### src/sv/pspc_pkg.sv
// ----------------------------------------------------------------------------
// pspc_pkg
// Shared types, character codes and prefix tables for the PostScript page
// comment counter.
// ----------------------------------------------------------------------------
`default_nettype none

package pspc_pkg;

   // Line length limit and derived widths
   localparam int unsigned LINE_MAX_BYTES = 4096;
   localparam int unsigned LINE_POS_W     = 13;
   localparam logic [LINE_POS_W-1:0] LINE_LAST = LINE_POS_W'(LINE_MAX_BYTES - 1);

   localparam logic [15:0] SAT16 = 16'hFFFF;

   // Character codes
   localparam logic [7:0] CH_NL     = 8'h0A;
   localparam logic [7:0] CH_TAB    = 8'h09;
   localparam logic [7:0] CH_CR     = 8'h0D;
   localparam logic [7:0] CH_SPACE  = 8'h20;
   localparam logic [7:0] CH_PCT    = 8'h25;
   localparam logic [7:0] CH_LPAREN = 8'h28;
   localparam logic [7:0] CH_RPAREN = 8'h29;
   localparam logic [7:0] CH_PLUS   = 8'h2B;
   localparam logic [7:0] CH_MINUS  = 8'h2D;
   localparam logic [7:0] CH_RBRACK = 8'h5D;
   localparam logic [7:0] CH_B      = 8'h42;
   localparam logic [7:0] CH_P      = 8'h50;
   localparam logic [7:0] CH_R      = 8'h52;

   // Prefix strings, left aligned in 32 bytes (first character in the top byte)
   localparam logic [255:0] LIT_BRACKET  = {"(%%[Page:", {23{8'h00}}};
   localparam logic [255:0] LIT_HEADER   = {"%%Page:", {25{8'h00}}};
   localparam logic [255:0] LIT_REQUIRE  = {"%%Requirements: numcopies(", {6{8'h00}}};
   localparam logic [255:0] LIT_NONPPD   = "%%BeginNonPPDFeature: NumCopies ";

   localparam logic [5:0] LEN_BRACKET = 6'd9;
   localparam logic [5:0] LEN_HEADER  = 6'd7;
   localparam logic [5:0] LEN_REQUIRE = 6'd26;
   localparam logic [5:0] LEN_NONPPD  = 6'd32;

   // Match phase, one-hot
   typedef enum logic [16:0] {
      PH_START  = 17'h00001,
      PH_PCT    = 17'h00002,
      PH_PCT2   = 17'h00004,
      PH_LIT1   = 17'h00008,
      PH_LIT2   = 17'h00010,
      PH_LIT3   = 17'h00020,
      PH_LIT4   = 17'h00040,
      PH_NUM1   = 17'h00080,
      PH_TAIL_A = 17'h00100,
      PH_TAIL_B = 17'h00200,
      PH_TAIL_C = 17'h00400,
      PH_SP2    = 17'h00800,
      PH_NUM3   = 17'h01000,
      PH_WS4    = 17'h02000,
      PH_SIGN4  = 17'h04000,
      PH_NUM4   = 17'h08000,
      PH_IDLE   = 17'h10000
   } phase_type;

   // Totals handed from the parser at the end of a job
   typedef struct packed {
      logic [15:0] page;
      logic [15:0] copies;
   } result_type;

   // Byte of a prefix at a given index
   function automatic logic [7:0] lit_byte(input logic [255:0] s, input logic [4:0] idx);
      logic [255:0] sh;
      sh = s << {idx, 3'b000};
      return sh[255:248];
   endfunction

   function automatic logic is_digit(input logic [7:0] b);
      return (b >= 8'h30) && (b <= 8'h39);
   endfunction

   // acc * 10 + digit, saturating at 65535
   function automatic logic [15:0] sat_acc(input logic [15:0] acc, input logic [7:0] b);
      logic [19:0] v;
      v = {1'b0, acc, 3'b000} + {3'b000, acc, 1'b0} + {16'h0000, b[3:0]};
      return (v > {4'h0, SAT16}) ? SAT16 : v[15:0];
   endfunction

endpackage

`default_nettype wire

### src/sv/pspc_parser.sv
// ----------------------------------------------------------------------------
// pspc_parser
// Per-byte line matcher: tracks the line position and match phase, collects
// decimal numbers and keeps the page, header and copy counts.
// ----------------------------------------------------------------------------
`default_nettype none

module pspc_parser (
   input  wire logic                  clock,
   input  wire logic                  reset,
   input  wire logic                  step,
   input  wire logic [7:0]            data_byte,
   input  wire logic                  end_of_job,
   output pspc_pkg::result_type       result
);
   import pspc_pkg::*;

   logic [LINE_POS_W-1:0] pos_ff, pos_in;
   phase_type             phase_ff, phase_in;
   logic [15:0]           acc_ff, acc_in;
   logic                  dig_ff, dig_in;
   logic                  neg_ff, neg_in;
   logic [15:0]           page_ff, page_in;
   logic [15:0]           hdr_ff, hdr_in;
   logic [15:0]           copies_ff, copies_in;

   logic [255:0]          lit_str;
   logic [5:0]            lit_len;
   phase_type             lit_next;
   logic                  lit_hit;
   logic                  lit_last;
   logic [15:0]           acc_step;
   logic [15:0]           hdr_step;
   logic                  is_ws;

   // Prefix selected by the current literal phase
   always_comb begin
      case (phase_ff)
         PH_LIT2: begin
            lit_str  = LIT_HEADER;
            lit_len  = LEN_HEADER;
            lit_next = PH_SP2;
         end
         PH_LIT3: begin
            lit_str  = LIT_REQUIRE;
            lit_len  = LEN_REQUIRE;
            lit_next = PH_NUM3;
         end
         PH_LIT4: begin
            lit_str  = LIT_NONPPD;
            lit_len  = LEN_NONPPD;
            lit_next = PH_WS4;
         end
         default: begin
            lit_str  = LIT_BRACKET;
            lit_len  = LEN_BRACKET;
            lit_next = PH_NUM1;
         end
      endcase
   end

   assign lit_hit  = (pos_ff < LINE_POS_W'(lit_len)) &&
                     (lit_byte(lit_str, pos_ff[4:0]) == data_byte);
   assign lit_last = (pos_ff + LINE_POS_W'(1)) == LINE_POS_W'(lit_len);
   assign acc_step = sat_acc(acc_ff, data_byte);
   assign hdr_step = (hdr_ff < SAT16) ? hdr_ff + 16'd1 : hdr_ff;
   assign is_ws    = (data_byte == CH_SPACE) ||
                     ((data_byte >= CH_TAB) && (data_byte <= CH_CR));

   // Byte consumption, then line end, then end of job
   always_comb begin
      pos_in    = pos_ff;
      phase_in  = phase_ff;
      acc_in    = acc_ff;
      dig_in    = dig_ff;
      neg_in    = neg_ff;
      page_in   = page_ff;
      hdr_in    = hdr_ff;
      copies_in = copies_ff;

      case (phase_ff)
         PH_START: begin
            if (data_byte == CH_LPAREN)   phase_in = PH_LIT1;
            else if (data_byte == CH_PCT) phase_in = PH_PCT;
            else                          phase_in = PH_IDLE;
         end
         PH_PCT: begin
            phase_in = (data_byte == CH_PCT) ? PH_PCT2 : PH_IDLE;
         end
         PH_PCT2: begin
            if (data_byte == CH_P)      phase_in = PH_LIT2;
            else if (data_byte == CH_R) phase_in = PH_LIT3;
            else if (data_byte == CH_B) phase_in = PH_LIT4;
            else                        phase_in = PH_IDLE;
         end
         PH_LIT1, PH_LIT2, PH_LIT3, PH_LIT4: begin
            if (!lit_hit) begin
               phase_in = PH_IDLE;
            end else if (lit_last) begin
               phase_in = lit_next;
               acc_in   = 16'd0;
               dig_in   = 1'b0;
               neg_in   = 1'b0;
               // NumCopies with no digits yields zero copies
               if (phase_ff == PH_LIT4) copies_in = 16'd0;
            end
         end
         PH_NUM1: begin
            if (is_digit(data_byte)) begin
               acc_in = acc_step;
               dig_in = 1'b1;
            end else if (data_byte == CH_SPACE && !dig_ff) begin
               phase_in = PH_NUM1;
            end else if (data_byte == CH_RBRACK && dig_ff) begin
               phase_in = PH_TAIL_A;
            end else begin
               phase_in = PH_IDLE;
            end
         end
         PH_TAIL_A: begin
            phase_in = (data_byte == CH_PCT) ? PH_TAIL_B : PH_IDLE;
         end
         PH_TAIL_B: begin
            phase_in = (data_byte == CH_PCT) ? PH_TAIL_C : PH_IDLE;
         end
         PH_TAIL_C: begin
            if (data_byte == CH_RPAREN && acc_ff > page_ff) page_in = acc_ff;
            phase_in = PH_IDLE;
         end
         PH_SP2: begin
            if (data_byte != CH_SPACE) begin
               if (is_digit(data_byte)) begin
                  hdr_in = hdr_step;
                  if (hdr_step > page_ff) page_in = hdr_step;
               end
               phase_in = PH_IDLE;
            end
         end
         PH_NUM3: begin
            if (is_digit(data_byte)) begin
               acc_in = acc_step;
               dig_in = 1'b1;
            end else begin
               if (data_byte == CH_RPAREN && dig_ff && acc_ff > copies_ff)
                  copies_in = acc_ff;
               phase_in = PH_IDLE;
            end
         end
         PH_WS4, PH_SIGN4, PH_NUM4: begin
            if (phase_ff == PH_WS4 && is_ws) begin
               phase_in = PH_WS4;
            end else if (phase_ff == PH_WS4 && data_byte == CH_PLUS) begin
               phase_in = PH_SIGN4;
            end else if (phase_ff == PH_WS4 && data_byte == CH_MINUS) begin
               neg_in   = 1'b1;
               phase_in = PH_SIGN4;
            end else if (is_digit(data_byte)) begin
               // copy count follows the number digit by digit
               acc_in    = acc_step;
               dig_in    = 1'b1;
               copies_in = neg_ff ? 16'd0 : acc_step;
               phase_in  = PH_NUM4;
            end else begin
               phase_in = PH_IDLE;
            end
         end
         default: begin
            phase_in = PH_IDLE;
         end
      endcase

      // Line end: newline or length limit
      if (data_byte == CH_NL || pos_ff >= LINE_LAST) begin
         pos_in   = '0;
         phase_in = PH_START;
         acc_in   = 16'd0;
         dig_in   = 1'b0;
         neg_in   = 1'b0;
      end else begin
         pos_in = pos_ff + LINE_POS_W'(1);
      end

      // Totals for this byte, before the end-of-job clear
      result.page   = page_in;
      result.copies = copies_in;

      if (end_of_job) begin
         pos_in    = '0;
         phase_in  = PH_START;
         acc_in    = 16'd0;
         dig_in    = 1'b0;
         neg_in    = 1'b0;
         page_in   = 16'd0;
         hdr_in    = 16'd0;
         copies_in = 16'd1;
      end
   end

   // State registers
   always_ff @(posedge clock) begin
      if (reset) begin
         pos_ff    <= '0;
         phase_ff  <= PH_START;
         acc_ff    <= 16'd0;
         dig_ff    <= 1'b0;
         neg_ff    <= 1'b0;
         page_ff   <= 16'd0;
         hdr_ff    <= 16'd0;
         copies_ff <= 16'd1;
      end else if (step) begin
         pos_ff    <= pos_in;
         phase_ff  <= phase_in;
         acc_ff    <= acc_in;
         dig_ff    <= dig_in;
         neg_ff    <= neg_in;
         page_ff   <= page_in;
         hdr_ff    <= hdr_in;
         copies_ff <= copies_in;
      end
   end

endmodule

`default_nettype wire

### src/sv/postscript_page_comment_counter_top.sv
// ----------------------------------------------------------------------------
// postscript_page_comment_counter_top
// Counts pages and copies from the comment lines of a PostScript job stream.
// ----------------------------------------------------------------------------
// Usage:
//   The job is sent one byte per transfer on the req_ channel (valid/ready);
//   req_end_of_job marks the last byte. Lines end at a newline or at
//   LINE_MAX_BYTES bytes and are matched against the page and copy comments.
//   After the flagged byte, one result appears on the rsp_ channel: page
//   count, copy count and their 32-bit product. Other bytes give no result.
//   Throughput: one byte per cycle, set by the parse step that follows the
//   input register. After the last byte is transferred, the result passes
//   through the input register, the parse into the result register and
//   the product register before rsp_valid rises.
//   When rsp_ready is low the result is held; ordinary bytes keep flowing,
//   and a further end-of-job byte waits in the input register until the
//   result stage frees. After the result the counts return to their reset
//   values (pages 0, copies 1) for the next job.
//   Reset is synchronous, active high, and empties all stages.
// ----------------------------------------------------------------------------
`default_nettype none

module postscript_page_comment_counter_top (
   input  wire logic        clock,
   input  wire logic        reset,
   input  wire logic        req_valid,
   output logic             req_ready,
   input  wire logic [7:0]  req_data_byte,
   input  wire logic        req_end_of_job,
   output logic             rsp_valid,
   input  wire logic        rsp_ready,
   output logic [15:0]      rsp_page_count,
   output logic [15:0]      rsp_copy_count,
   output logic [31:0]      rsp_total_pages
);
   import pspc_pkg::*;

   logic        s1_v_ff;
   logic [7:0]  s1_byte_ff;
   logic        s1_eoj_ff;
   logic        r1_v_ff;
   result_type  r1_ff;
   logic        out_v_ff;
   logic [15:0] out_page_ff;
   logic [15:0] out_copy_ff;
   logic [31:0] out_total_ff;

   logic        out_adv;
   logic        r1_free;
   logic        s1_fire;
   result_type  parse_result;

   // Stage flow control
   assign out_adv   = !out_v_ff || rsp_ready;
   assign r1_free   = !r1_v_ff || out_adv;
   assign s1_fire   = s1_v_ff && (!s1_eoj_ff || r1_free);
   assign req_ready = !s1_v_ff || s1_fire;

   pspc_parser u_parser (
      .clock      (clock),
      .reset      (reset),
      .step       (s1_fire),
      .data_byte  (s1_byte_ff),
      .end_of_job (s1_eoj_ff),
      .result     (parse_result)
   );

   // Input register
   always_ff @(posedge clock) begin
      if (reset) begin
         s1_v_ff <= 1'b0;
      end else if (req_valid && req_ready) begin
         s1_v_ff <= 1'b1;
      end else if (s1_fire) begin
         s1_v_ff <= 1'b0;
      end
      if (req_valid && req_ready) begin
         s1_byte_ff <= req_data_byte;
         s1_eoj_ff  <= req_end_of_job;
      end
   end

   // Result register: totals at the end of a job
   always_ff @(posedge clock) begin
      if (reset) begin
         r1_v_ff <= 1'b0;
      end else if (s1_fire && s1_eoj_ff) begin
         r1_v_ff <= 1'b1;
      end else if (out_adv) begin
         r1_v_ff <= 1'b0;
      end
      if (s1_fire && s1_eoj_ff) r1_ff <= parse_result;
   end

   // Output register with the product
   always_ff @(posedge clock) begin
      if (reset) begin
         out_v_ff <= 1'b0;
      end else if (out_adv) begin
         out_v_ff <= r1_v_ff;
      end
      if (out_adv && r1_v_ff) begin
         out_page_ff  <= r1_ff.page;
         out_copy_ff  <= r1_ff.copies;
         out_total_ff <= r1_ff.page * r1_ff.copies;
      end
   end

   assign rsp_valid       = out_v_ff;
   assign rsp_page_count  = out_page_ff;
   assign rsp_copy_count  = out_copy_ff;
   assign rsp_total_pages = out_total_ff;

   // Checks
   a_eoj_waits: assert property (@(posedge clock) disable iff (reset)
      (s1_v_ff && s1_eoj_ff && r1_v_ff && out_v_ff && !rsp_ready) |-> !s1_fire)
      else $error("end-of-job byte parsed while result stages full");

   a_r1_moves: assert property (@(posedge clock) disable iff (reset)
      (r1_v_ff && out_adv) |=> out_v_ff)
      else $error("result lost between result and output registers");

   a_product: assert property (@(posedge clock) disable iff (reset)
      out_v_ff |-> (out_total_ff == out_page_ff * out_copy_ff))
      else $error("total pages does not match page and copy counts");

   a_ready_low: assert property (@(posedge clock) disable iff (reset)
      !req_ready |-> (s1_v_ff && s1_eoj_ff))
      else $error("input stalled without a waiting end-of-job byte");

endmodule

`default_nettype wire
### config.mk
export PLATFORM = sky130hd
export DESIGN_NAME = postscript_page_comment_counter_top
export DESIGN_NICKNAME = d
export VERILOG_FILES = /design/src/sv/pspc_pkg.sv /design/src/sv/pspc_parser.sv /design/src/sv/postscript_page_comment_counter_top.sv
export SDC_FILE = /design/constraint.sdc
export NUM_CORES = 1
export LEC_CHECK = 0
export ABC_CLOCK_PERIOD_IN_PS = 12440
export BUFFER_PORTS_ARGS = -buffer_cell sky130_fd_sc_hd__buf_2
export CAP_MARGIN = 20
export CORE_MARGIN = 4
export CORE_UTILIZATION = 30
export DETAILED_ROUTE_END_ITERATION = 10
export PLACE_DENSITY = 0.44
export SLEW_MARGIN = 20
export SYNTH_ARGS = -nofsm -noshare
export SYNTH_HDL_FRONTEND = slang
export SYNTH_SLANG_ARGS = --single-unit
### constraint.sdc
create_clock -name clock -period 12.44 [get_ports clock]
set_input_delay 3.11 -clock clock [delete_from_list [all_inputs] [get_ports clock]]
set_output_delay 3.11 -clock clock [all_outputs]
set_load 0.005 [all_outputs]
* Word level (Yosys, flattened, before mapping)
Index checks and enable logic that the tools add are counted.
** Operators by class
- $add $sub $neg :: 4
- Multiply operators :: 1
- Order comparisons :: 11
- Eq/ne operators :: 40
- Shift operators :: 1
- Multiplexer cells :: 79
- Reductions and logical operators :: 40
** Operators with widths (number)
- $pmux 252 s3 :: 1
- $mux 16 :: 30
- $mux 17 :: 21
- $shl 254x8->256 :: 1
- $pmux 17 s10 :: 1
- $pmux 16 s3 :: 2
- $eq 8x6->1 const B :: 6
- $gt 16x16->1 :: 3
- $pmux 14 s3 :: 1
- $eq 8x7->1 const B :: 4
- $mul 16x16->32 :: 1
- $pmux 16 s2 :: 1
- $mux 13 :: 2
- $add 19x17->20 :: 1
- $add 20x4->20 :: 1
- $gt 20x16->1 const B :: 1
- $ne 4x4->1 const B :: 5
- $pmux 6 s3 :: 1
- $eq 17x1->1 const B :: 1
- $eq 17x10->1 const B :: 1
- $eq 17x11->1 const B :: 1
- $eq 17x12->1 const B :: 1
- $eq 17x13->1 const B :: 1
- $eq 17x14->1 const B :: 1
- 40 further kinds :: 87
** Word-level totals
- Flip-flop bits (word level) :: 204
- Input port bits :: 13
- Word-level logic and storage cells :: 194

* Longest topological paths before layout
Gate-level depths: netlist (run 1).
- Word-level depth :: 11
- Depth in mapped cells :: 25
- Mapped depth without buffers :: 24

* Hierarchy
A second synthesis (run 1) with hierarchy kept.
** Unflattened totals
- Cells, all modules :: 2403
- Area total of the unflattened synthesis :: 21461.8 µm²
** By module, submodules not included
- postscript_page_comment_counter_top :: instances 1, cells an instance 1115, area an instance 11997.8 µm², sequential area each 3213.1 µm²
- pspc_parser :: instances 1, cells an instance 1288, area an instance 9464.1 µm², sequential area each 1921.8 µm²

* Worst setup path before layout (run 1)
Ideal clock, no wire load.
- Path type :: input port to output port
- From :: input port rsp_ready
- To :: output port req_ready
- Data arrival time :: 3.498 ns
- Data required time :: 9.330 ns
- Slack :: 5.832 ns
- Cell stages on the path :: 2
- Buffers on the path :: 0
- Cells stage by stage :: nor2b_1 > nand4_1
** On the way
- Word-level cells in the longest chain between the ends :: 5
** RTL lines
- start, declared :: RTL line postscript_page_comment_counter_top.sv:31 : input wire logic rsp_ready,
- $logic_or 1x1->1 :: RTL line postscript_page_comment_counter_top.sv:54 : assign out_adv = !out_v_ff || rsp_ready;
- $logic_or 1x1->1 :: RTL line postscript_page_comment_counter_top.sv:55 : assign r1_free = !r1_v_ff || out_adv;
- $logic_or 1x1->1 :: RTL line postscript_page_comment_counter_top.sv:56 : assign s1_fire = s1_v_ff && (!s1_eoj_ff || r1_free);
- $logic_and 1x1->1 :: RTL line postscript_page_comment_counter_top.sv:56
- $logic_or 1x1->1 :: RTL line postscript_page_comment_counter_top.sv:57 : assign req_ready = !s1_v_ff || s1_fire;
- end, declared :: RTL line postscript_page_comment_counter_top.sv:27 : output logic req_ready,
Every way passes these cells.

* Worst setup path in the final report (run 1)
- From :: register r1_ff[21] (netlist bit)
- To :: register out_total_ff[31], in the netlist rsp_total_pages[31] (data pin)
** On the way
- Word-level cells in the longest chain between the ends :: 1
** RTL lines
- start, declared :: RTL line postscript_page_comment_counter_top.sv:42 : result_type r1_ff;
- start signal, assigned :: RTL line postscript_page_comment_counter_top.sv:92 : if (s1_fire && s1_eoj_ff) r1_ff <= parse_result;
- $mul 16x16->32 :: RTL line postscript_page_comment_counter_top.sv:105 : out_total_ff <= r1_ff.page * r1_ff.copies;
- end signal, assigned :: RTL line postscript_page_comment_counter_top.sv:105
- end, declared :: RTL line postscript_page_comment_counter_top.sv:46 : logic [31:0] out_total_ff;
Every way passes these cells.
A chain may end at the register's enable or synchronous reset.

==> impl_results.md, run 1 <==
* CP Class: register to register
* Clk Latency, worst-skew pair at 590 ps
* Unrepaired setup endpoints after global routing: no
* Lkg Pwr at between 10 and 15 nW
* Post-Synth Adder-Cell Area at between 20 and 30%
* Post-Syn Area at 21300 um2
* Io pins at 79
* Post-synthesis compound-gate area fraction at roughly 15%
* Avg WL per Cell at between 15 and 20 um
* R2r worst-path depth at 21
* CTS Sinks at between 200 and 250
* Cell area power density at between 100 and 150 nW/um2
* Placer Congestion at roughly 0.91
* Post-Syn Nets at 2761
* RR Endpoint: rsp_total_pages[31]
* Share of layout cells above drive strength 1 at approximately 7.8%
* Syn-to-layout area delta at 10.8%
* Hold Vio Cnt, Final at 0
* Final slew viol count at 0
* Setup Viol. Count Final at 0
* Num rows at between 90 and 100
* Worst hold path depth at 2
* GR Overflow Total at 0
* Hold worst-path end: u_parser.copies_ff[3]
* Post-route ant nets at 0
* Simple-gate share of the synthesized area at between 10% and 20%
* Final WL at about 65 mm
* Via count at ~17000
* Post-synth EDFFs at approximately 110
* Total CTS buffers at 28
* Clk Tree Root Cell: clkbuf_16
* Warnings from Yosys at 0
* Fin Setup TNS at 0 ps
* Ant. Diodes at 0
* Worst r2r src: r1_ff[21]
* Pin count of the biggest net entering global routing at just under 60
* Postcts setup bufs at 0
* Final Cell Area at about 24000 um2
* Predominant post-synthesis flop cell: edfxtp_1
* DR iter-0 viols at 1330
* Syn avg cell area at between 9 and 10 um2
* Vias per inst at slightly above 5
* Clock Tree Buf Depth at 3
* First-pass GRT wire length at between 100 and 150 mm
* CTS H-tree lvls at 1
* Worst endpoint required time at 12770 ps
* Post-synth cell types at 87
* #FFs+latches synth at between 200 and 250
* Resized cells post-CTS at 0
* Synth Area in XOR/XNOR at around 2.4%
* IO Port Bufs at slightly below 80
* Initial antenna violation count at 0
* Mux contribution to synthesized area at 1.77%
* Startpoint Class: register
* Nets at 2781
* Async SR Flop Fraction at 0%
* CTS tree: built
* Sequential area share after synthesis at 24.1%
* Post-synthesis cell count at 2357
* Die area at 75300 um2
* # DRC at 0
* Core ar. at around 70000 um2
* Min Tclk post-route at between 7000 and 8000 ps
* Die X at 274 um
* Worst clock skew at 18.8 ps
* CP arrival at between 7000 and 8000 ps
* Height of the die at 274 um
* Vias in the first global route at approximately 18000
* Worst Hold Class: register to register
* Setup ws final at roughly 5200 ps
* Clk pin slew, worst setup/hold paths at approximately 60 ps
* GRT Overall Usage at approximately 17%
* Status: finished clean
* Initial Utilization at slightly above 30%
* Maximum clock frequency at about 0.14 GHz
* Max VDD drop at 107 uV
* Post-CTS Hold Fix Bufs at 0
* Max_slew headroom at between 20% and 30%
* Main combinational cell family by area after synthesis: adder cells
* Worst slew pin tran at 1080 ps
* Pre-antenna DRT Iters at 6
* Post-Place Setup Slack at approximately 5200 ps
* R2r setup slk at approximately 5200 ps
* DPL Wire Length at about 50 mm
* Setup crit end kind: register
* Area after DPL at around 23000 um2
* Max FO, Critical Path at 17
* Total of max-cap violations at 0
* Worst Min Path Start: u_parser.copies_ff[3]
* Final worst path period share at between 50% and 60%
[worst max-delay path: stages (launching register included)]
cell and delay (ps):
edfxtp_1 760, nand2_1 180, fa_1 580, inv_1 60, fa_1 520, inv_1 50, fa_1 520, fa_1 440
fa_1 540, inv_1 50, fa_1 470, ha_1 360, a21o_1 170, a21oi_1 270, and2_1 220, a221o_1 240
a21boi_0 160, o31ai_1 590, o211ai_1 260, a31o_2 250, a21oi_1 170, xnor2_1 80
[synthesized netlist by cell type, types with 26 or more instances]
cell type | n | area [um2]
nand4_1 | 36 | 225
fa_1 | 196 | 3920
nand3_1 | 46 | 230
o21ai_0 | 73 | 365
nor4_1 | 26 | 163
inv_1 | 306 | 1150
a21oi_1 | 79 | 395
nor2_1 | 137 | 514
dfxtp_1 | 99 | 1980
and2_1 | 108 | 676
xnor2_1 | 47 | 412
a21o_1 | 30 | 225
clkbuf_1 | 103 | 387
ha_1 | 195 | 2440
a221o_1 | 35 | 350
nor3_1 | 48 | 240
nand2b_1 | 30 | 188
edfxtp_1 | 105 | 3150
mux2i_1 | 32 | 320
nand2_1 | 244 | 916
[state kept, by name (all words and copies together), names as in the netlist, 8 cells and up]
signal / flops
rsp_copy_count: 16
u_parser.copies_ff: 16
u_parser.hdr_ff: 16
u_parser.pos_ff: 13
rsp_page_count: 16
s1_byte_ff: 8
u_parser.acc_ff: 16
r1_ff: 32
u_parser.page_ff: 16
rsp_total_pages: 32
u_parser.phase_ff: 17
[per-stage QoR]
stage / utilization [%] / std cells / hold slack [ps] / total power, mW
floorplan: - / 2357 / 460 / 1.67
global placement: 32.3 / 3286 / 470 / 1.91
detailed placement: 32.3 / 3286 / 488 / 1.92
CTS: 33.6 / 3337 / 505 / 2.78
global route: 33.6 / 3338 / 532 / 2.96
finish: 33.6 / 3338 / 496 / 2.73
[cell usage in the layout (no fill, tap or decap), types with 28 or more instances in the layout]
master	count
mux2i_1	32
nand4_1	36
xnor2_1	47
a21o_1	30
o21ai_0	73
inv_1	306
and2_1	108
a221o_1	35
nand3_1	46
clkbuf_16	28
a21oi_1	79
dfxtp_1	99
edfxtp_1	105
buf_2	78
nand2_1	244
nor3_1	47
ha_1	195
fa_1	196
nor2_1	136
nand2b_1	30
[power breakdown]
part | internal, mW | total (mW) | leakage, nW | switching (mW)
Clock | 0.502 | 0.833 | 0.442 | 0.331
Sequential | 0.788 | 0.815 | 1.77 | 0.0273
Combinational | 0.480 | 1.08 | 8.11 | 0.603
Total | 1.77 | 2.73 | 10.3 | 0.962
[worst max-delay path by stage]
stage               startpoint                   to  slack [ps]  depth (start not counted)
CTS                  r1_ff[24]  rsp_total_pages[31]        5130                         23
global route         r1_ff[21]  rsp_total_pages[31]        4780                         21
finish               r1_ff[21]  rsp_total_pages[31]        5220                         21
global placement     r1_ff[24]  rsp_total_pages[31]        5260                         23
detailed placement   r1_ff[24]  rsp_total_pages[31]        5170                         23
floorplan            rsp_ready            req_ready        5830                          2
[metal layers]
metal	up-vias	track usage, %	part of all wire [%]
met2	416	29.8	48
li1	8250	-	-
met3	106	2.07	4.2
met1	8516	22.0	44
met5	-	0	0
met4	0	5.13	3.4
[logic make-up (layout without fill, tap and decap cells)]
kind of cell    count (synthesis)  in the layout
xor+xnor                       58             58
fa+ha+maj                     391            391
flops                         204            204
compound gates                443            443
mux                            37             37
simple gates                  804            804
buf+inv                       420            461
[layout make-up]
type,instances,area (um2)
timing repair buffer,102,574
tap,940,1180
clock buffer,36,741
inverter,308,1160
multi-input combinational,1733,14600
clock inverter,15,194
fill,7359,46600
sequential,204,5130
No activity file was read; power rests on OpenSTA's default activity.
==> run 2, diff against run 1 <==
--- a/config.mk
+++ b/config.mk
@@ -5,13 +5,13 @@
 export SDC_FILE = /design/constraint.sdc
 export NUM_CORES = 1
 export LEC_CHECK = 0
-export ABC_CLOCK_PERIOD_IN_PS = 12440
+export ABC_CLOCK_PERIOD_IN_PS = 6000
 export BUFFER_PORTS_ARGS = -buffer_cell sky130_fd_sc_hd__buf_2
 export CAP_MARGIN = 20
 export CORE_MARGIN = 4
 export CORE_UTILIZATION = 30
 export DETAILED_ROUTE_END_ITERATION = 10
-export PLACE_DENSITY = 0.44
+export PLACE_DENSITY = 0.45
 export SLEW_MARGIN = 20
 export SYNTH_ARGS = -nofsm -noshare
 export SYNTH_HDL_FRONTEND = slang
==> constraint.sdc (replaced) <==
create_clock -name clock -period 6 [get_ports clock]
set_input_delay 1.5 -clock clock [delete_from_list [all_inputs] [get_ports clock]]
set_output_delay 1.5 -clock clock [all_outputs]
set_load 0.005 [all_outputs]
==> run 2 against run 1 <==
  * The run now ends with setup timing left
  * First-iteration DRC count fell by 2.8%
  * Sequential share of layout area fell by 1.5 points
  * Non-clock buffer count rose by 180
  * Worst setup slack got worse by 5400 ps
  * Clock skew rose by 27 ps
  * Global-route usage rose by 0.12 points
  * Count of clock-buffer cells in the layout fell by 1
  * Critical path type unchanged
==> impl_results.md, run 2 (synthesis results as in run 1) <==
* Status: finished with violations
* Violated checks: setup timing
* Min Tclk post-route at approximately 6200 ps
* Worst r2r src: r1_ff[23]
* Initial antenna violation count at 0
* Hold Vio Cnt, Final at 0
* R2r setup slk at -160 ps
* DPL Wire Length at 51.5 mm
* Clk Latency, worst-skew pair at a little under 600 ps
* Hold WS at ~500 ps
* Final Cell Area at between 20000 and 30000 um2
* Core ar. at about 70000 um2
* # DRC at 0
* Num rows at a little under 100
* Worst clock skew at 45.7 ps
* Clk Tree Root Cell: clkbuf_16
* Startpoint Class: register
* CTS Sinks at around 200
* CTS H-tree lvls at 1
* Clk pwr share at 26.8%
* Crit-path cells: buf_4, buf_6, buf_4, and2_1, fa_1, fa_1, fa_2, inv_1, fa_1, fa_1, fa_1, inv_1, ha_1, and3_1, o211ai_1, buf_4, a31oi_4, a31oi_4, a21oi_2, a21o_1, a21oi_2, xnor2_1
* Worst Min Path Start: u_parser.copies_ff[8]
* Avg WL per Cell at between 15 and 20 um
* Max VDD drop at about 240 uV
* Die area at about 75000 um2
* Hold worst-path end: u_parser.copies_ff[8]
* Seq pwr share at between 20% and 30%
* Vias per inst at slightly above 5
* Worst hold path depth at 2
* Area after DPL at roughly 24000 um2
* CTS tree: built
* Switching share of power at about a third
* IO Port Bufs at between 70 and 80
* CP bufs+invs at 6
* Lkg Pwr at 11.3 nW
* Fin Setup TNS at -756 ps
* Final worst path period share at 103%
* Syn-to-layout area delta at 18.9%
* First-pass GRT wire length at 104 mm
* Placer Congestion at 0.879
* Setup Viol. Count Final at 6
* Worst endpoint required time at between 6000 and 7000 ps
* P_sw at roughly 2.2 mW
* CP max-delay cell: fa_2
* Max_slew headroom at between 30% and 40%
* Fillcell total at around 7300
* Critical path's largest stage delay at 570 ps
* DR iter-0 viols at approximately 1300
* CP Class: register to register
* Post-CTS Hold Fix Bufs at 0
* Io pins at 79
* Nets at about 3000
* Logic pwr share at between 40 and 50%
* Die X at around 270 um
* Height of the die at between 200 and 300 um
* Clk pin slew, worst setup/hold paths at ~60 ps
* Ant. Diodes at 0
* Worst slew pin tran at between 900 and 1000 ps
* Pin count of the biggest net entering global routing at 52
* Cell area power density at around 250 nW/um2
* Cell-internal power at ~4.2 mW
* Vias in the first global route at 18412
* Pre-antenna DRT Iters at 7
* CP delay by family, top: adder cells
* Share of layout cells above drive strength 1 at 16.0%
* RR Endpoint: rsp_total_pages[30]
* Commonest non-fill, non-tap cells in the layout: inv_1 (301), nand2_1 (234), fa_1 (192)
* Via count at 17906
* Final WL at roughly 66 mm
* R2r worst-path depth at 22
* Post-route ant nets at 0
* Total of max-cap violations at 0
* Initial Utilization at just over 30%
* Maximum clock frequency at 0.162 GHz
* Clock Tree Buf Depth at 3
* Cell mode on critical path: fa_1
* GRT Overall Usage at between 15 and 20%
* Setup ws final at -163 ps
* Max FO, Critical Path at 6
* CP arrival at approximately 6500 ps
* Setup crit end kind: register
* Total CTS buffers at 28
* GR Overflow Total at 0
* Worst Hold Class: register to register
* Most common cell after layout, fill and taps aside: inv_1
* Final slew viol count at 0
* Unrepaired setup endpoints after global routing: yes
[run 2: routing by layer]
layer / track usage (%) / wire (um)
met2: 30.5 / 32500
met3: 1.99 / 2560
met1: 21.7 / 28200
met4: 5.61 / 2280
met5: 0 / 0
[run 2: cell type report]
type | count | area [um2] | area share, %
repair buffers | 282 | 2060 | 8.13
flip-flops and latches | 204 | 5130 | 20.3
multi-input cells | 1733 | 14900 | 58.6
inverters | 308 | 1160 | 4.57
well taps | 940 | 1180 | 4.64
clock inverters | 17 | 168 | 0.662
clock buffers | 35 | 779 | 3.08
[run 2: worst reg2reg max path, delay by kind of cell (launching register included)]
family / cells / cell delay (ps)
compound gates: 6 / 870
fa+ha+maj: 7 / 3420
xor+xnor: 1 / 80
buf+inv: 6 / 700
simple gates: 2 / 370
flops: 1 / 450
[run 2: timing repair]
| action | CTS | global route |
|---|---|---|
| gates resized for setup | 43 | 17 |
| pin swaps | 54 | 27 |
| endpoints found under the setup margin | 7 | 10 |
| cloned | 0 | 0 |
| buffers inserted | 24 | 9 |
[run 2: metrics by stage]
| stage | cells | setup slack (ps) | util (%) | power, mW |
|---|---|---|---|---|
| 2_1_floorplan | 2357 | 7.91 | - | 3.56 |
| 3_3_place_gp | 3435 | -271 | 34.0 | 4.40 |
| 3_5_place_dp | 3435 | -365 | 34.0 | 4.43 |
| 4_1_cts | 3510 | -252 | 35.9 | 6.40 |
| 5_1_grt | 3519 | -408 | 36.1 | 6.95 |
| 6_report | 3519 | -163 | 36.1 | 6.43 |
[run 2: worst max path at each step]
stage,slack (ps),start,to,cells after the start
floorplan,8,r1_ff[6],rsp_total_pages[31],21
global placement,-270,r1_ff[5],rsp_total_pages[30],23
detailed placement,-370,r1_ff[5],rsp_total_pages[30],24
CTS,-250,r1_ff[1],rsp_total_pages[31],24
global route,-410,r1_ff[23],rsp_total_pages[31],21
finish,-160,r1_ff[23],rsp_total_pages[30],22
[run 2: power groups by stage]
stage | clock (mW) | sequential (mW) | combinational [mW]
after floorplan | 0 | 1.69 | 1.88
after global placement | 0 | 1.69 | 2.70
after detailed placement | 0 | 1.69 | 2.74
after CTS | 1.79 | 1.66 | 2.95
after global routing | 1.84 | 1.67 | 3.44
final | 1.73 | 1.66 | 3.04
==> run 3, diff against run 2 <==
--- a/config.mk
+++ b/config.mk
@@ -12,6 +12,7 @@
 export CORE_UTILIZATION = 30
 export DETAILED_ROUTE_END_ITERATION = 10
 export PLACE_DENSITY = 0.45
+export SETUP_SLACK_MARGIN = 0.05
 export SLEW_MARGIN = 20
 export SYNTH_ARGS = -nofsm -noshare
 export SYNTH_HDL_FRONTEND = slang
==> run 3 against run 2 <==
  * The run still ends with setup timing left
  * Clock power shrank 3%
  * Worst hold slack worse by 4.3 ps
  * Sequential power about the same
  * Via count up 0.59%
  * Critical path type unchanged
==> impl_results.md, run 3 (synthesis results as in run 1) <==
* Status: finished with violations
* Violated checks: setup timing
* Setup ws final at -175 ps
* Setup crit end kind: register
* GRT Overall Usage at 17.2%
* P_sw at ~2.2 mW
* Area of the multi-input gates at 14800 um2
* Fillcell total at 7267
* Lkg Pwr at between 10 and 15 nW
* Ant. Diodes at 0
* Clk Tree Root Cell: clkbuf_16
* Syn-to-layout area delta at 18.0%
* Vias in the first global route at around 19000
* Storage element area at slightly above 5000 um2
* R2r setup slk at -180 ps
* Nets at 2950
* Max FO, Critical Path at 7
* CP arrival at approximately 6500 ps
* Final WL at about 65 mm
* Unrepaired setup endpoints after global routing: yes
* Final Cell Area at 25100 um2
* Clk pwr share at between 20% and 30%
* Via count at around 18000
* Worst clock skew at slightly above 30 ps
* CP Class: register to register
* CP Launch Point: r1_ff[24]
* Min Tclk post-route at 6180 ps
* Worst Min Path Start: u_parser.copies_ff[7]
* First-pass GRT wire length at 104 mm
* Clk pin slew, worst setup/hold paths at 70 ps
* Cell-internal power at approximately 4.1 mW
* Worst Hold Class: register to register
* Setup Viol. Count Final at 5
* Pin count of the biggest net entering global routing at between 50 and 60
* Vias per inst at ~5
* Max_slew headroom at between 30 and 40%
* Initial antenna violation count at 0
* Share of layout cells above drive strength 1 at between 10% and 20%
* Max VDD drop at around 240 uV
* Height of the die at between 200 and 300 um
* Num rows at 97
* Clock Tree Buf Depth at 3
* Hold Vio Cnt, Final at 0
* Placer Congestion at ~0.9
* GR Overflow Total at 0
* Cell area power density at around 250 nW/um2
* Post-route ant nets at 0
* Io pins at 79
* DPL Wire Length at around 52 mm
* Worst slew pin tran at 1040 ps
* Area after DPL at ~24000 um2
* Post-CTS Hold Fix Bufs at 0
* Worst r2r src: r1_ff[24]
* RR Endpoint: rsp_total_pages[31]
* CTS tree: built
* Core ar. at between 70000 and 80000 um2
* Commonest non-fill, non-tap cells in the layout: inv_1 (299), nand2_1 (239), fa_1 (193)
* Final worst path period share at 103%
* Pre-antenna DRT Iters at 6
* Most common cell after layout, fill and taps aside: inv_1
* Initial Utilization at 30.4%
* DR iter-0 viols at roughly 1500
* CTS Sinks at 204
* Final slew viol count at 0
* R2r worst-path depth at 20
* Hold worst-path end: u_parser.copies_ff[7]
* Worst endpoint required time at around 6300 ps
* Switching share of power at about a third
* Die X at 274 um
* Seq pwr share at between 20% and 30%
* Die area at 75300 um2
* Logic pwr share at ~47%
* # DRC at 0
* Total of max-cap violations at 0
* Avg WL per Cell at 18.7 um
* IO Port Bufs at between 70 and 80
* CTS H-tree lvls at 1
* Clk Latency, worst-skew pair at 580 ps
* Maximum clock frequency at ~0.16 GHz
* Worst hold path depth at 2
* Startpoint Class: register
* Hold WS at around 500 ps
* Total CTS buffers at 27
run 3: layer usage:
metal  track usage [%]  wire [um]
met2              29.8      31700
met4              7.26       3090
met1              21.7      28100
met3              1.82       2470
met5                 0          0
run 3: final cells by class:
| class | count | share of cell area [%] |
|---|---|---|
| clock buffers | 33 | 2.94 |
| clock inverters | 17 | 0.732 |
| inverters | 308 | 4.60 |
| multi-input cells | 1733 | 58.9 |
| flip-flops and latches | 204 | 20.4 |
| well taps | 940 | 4.68 |
| repair buffers | 272 | 7.69 |
run 3: worst max-delay path: stages (launching register included):
cell and delay [ps]:
edfxtp_1 560, nand2_1 130, fa_1 510, inv_2 40, fa_1 540, inv_1 50, fa_1 450, fa_1 510
inv_2 40, fa_1 520, fa_1 460, ha_4 290, nand3_2 60, or3b_4 390, a221o_1 380, a21boi_2 220
o31ai_4 110, o211ai_1 270, a31o_2 210, a21oi_2 60, xnor2_1 110
run 3: worst max path at each step:
| stage | depth (start not counted) | endpoint |
|---|---|---|
| finish | 20 | rsp_total_pages[31] |
| global route | 20 | rsp_total_pages[31] |
| CTS | 21 | rsp_total_pages[31] |
| detailed placement | 22 | rsp_total_pages[31] |
| global placement | 24 | rsp_total_pages[30] |
| floorplan | 21 | rsp_total_pages[31] |
run 3: power groups by stage:
stage          logic (mW)  registers [mW]  clock network (mW)
6_report             2.97            1.66                1.67
5_1_grt              3.39            1.67                1.78
4_1_cts              2.90            1.66                1.75
3_5_place_dp         2.74            1.69                   0
3_3_place_gp         2.70            1.69                   0
2_1_floorplan        1.88            1.69                   0
run 3: stage by stage:
step	utilization, %	total power, mW	setup TNS [ps]	std cells	setup slack [ps]
2_1_floorplan	-	3.56	0	2357	8.56
3_3_place_gp	34.0	4.40	-1340	3434	-265
3_5_place_dp	34.0	4.43	-1950	3434	-372
4_1_cts	35.7	6.31	-696	3504	-195
5_1_grt	35.8	6.84	-2210	3507	-388
6_report	35.8	6.30	-589	3507	-175
run 3: repair_timing:
item / CTS / global route
endpoints found under the setup margin: 8 / 9
pin swaps: 29 / 20
setup buffers: 20 / 3
resized for setup: 25 / 19
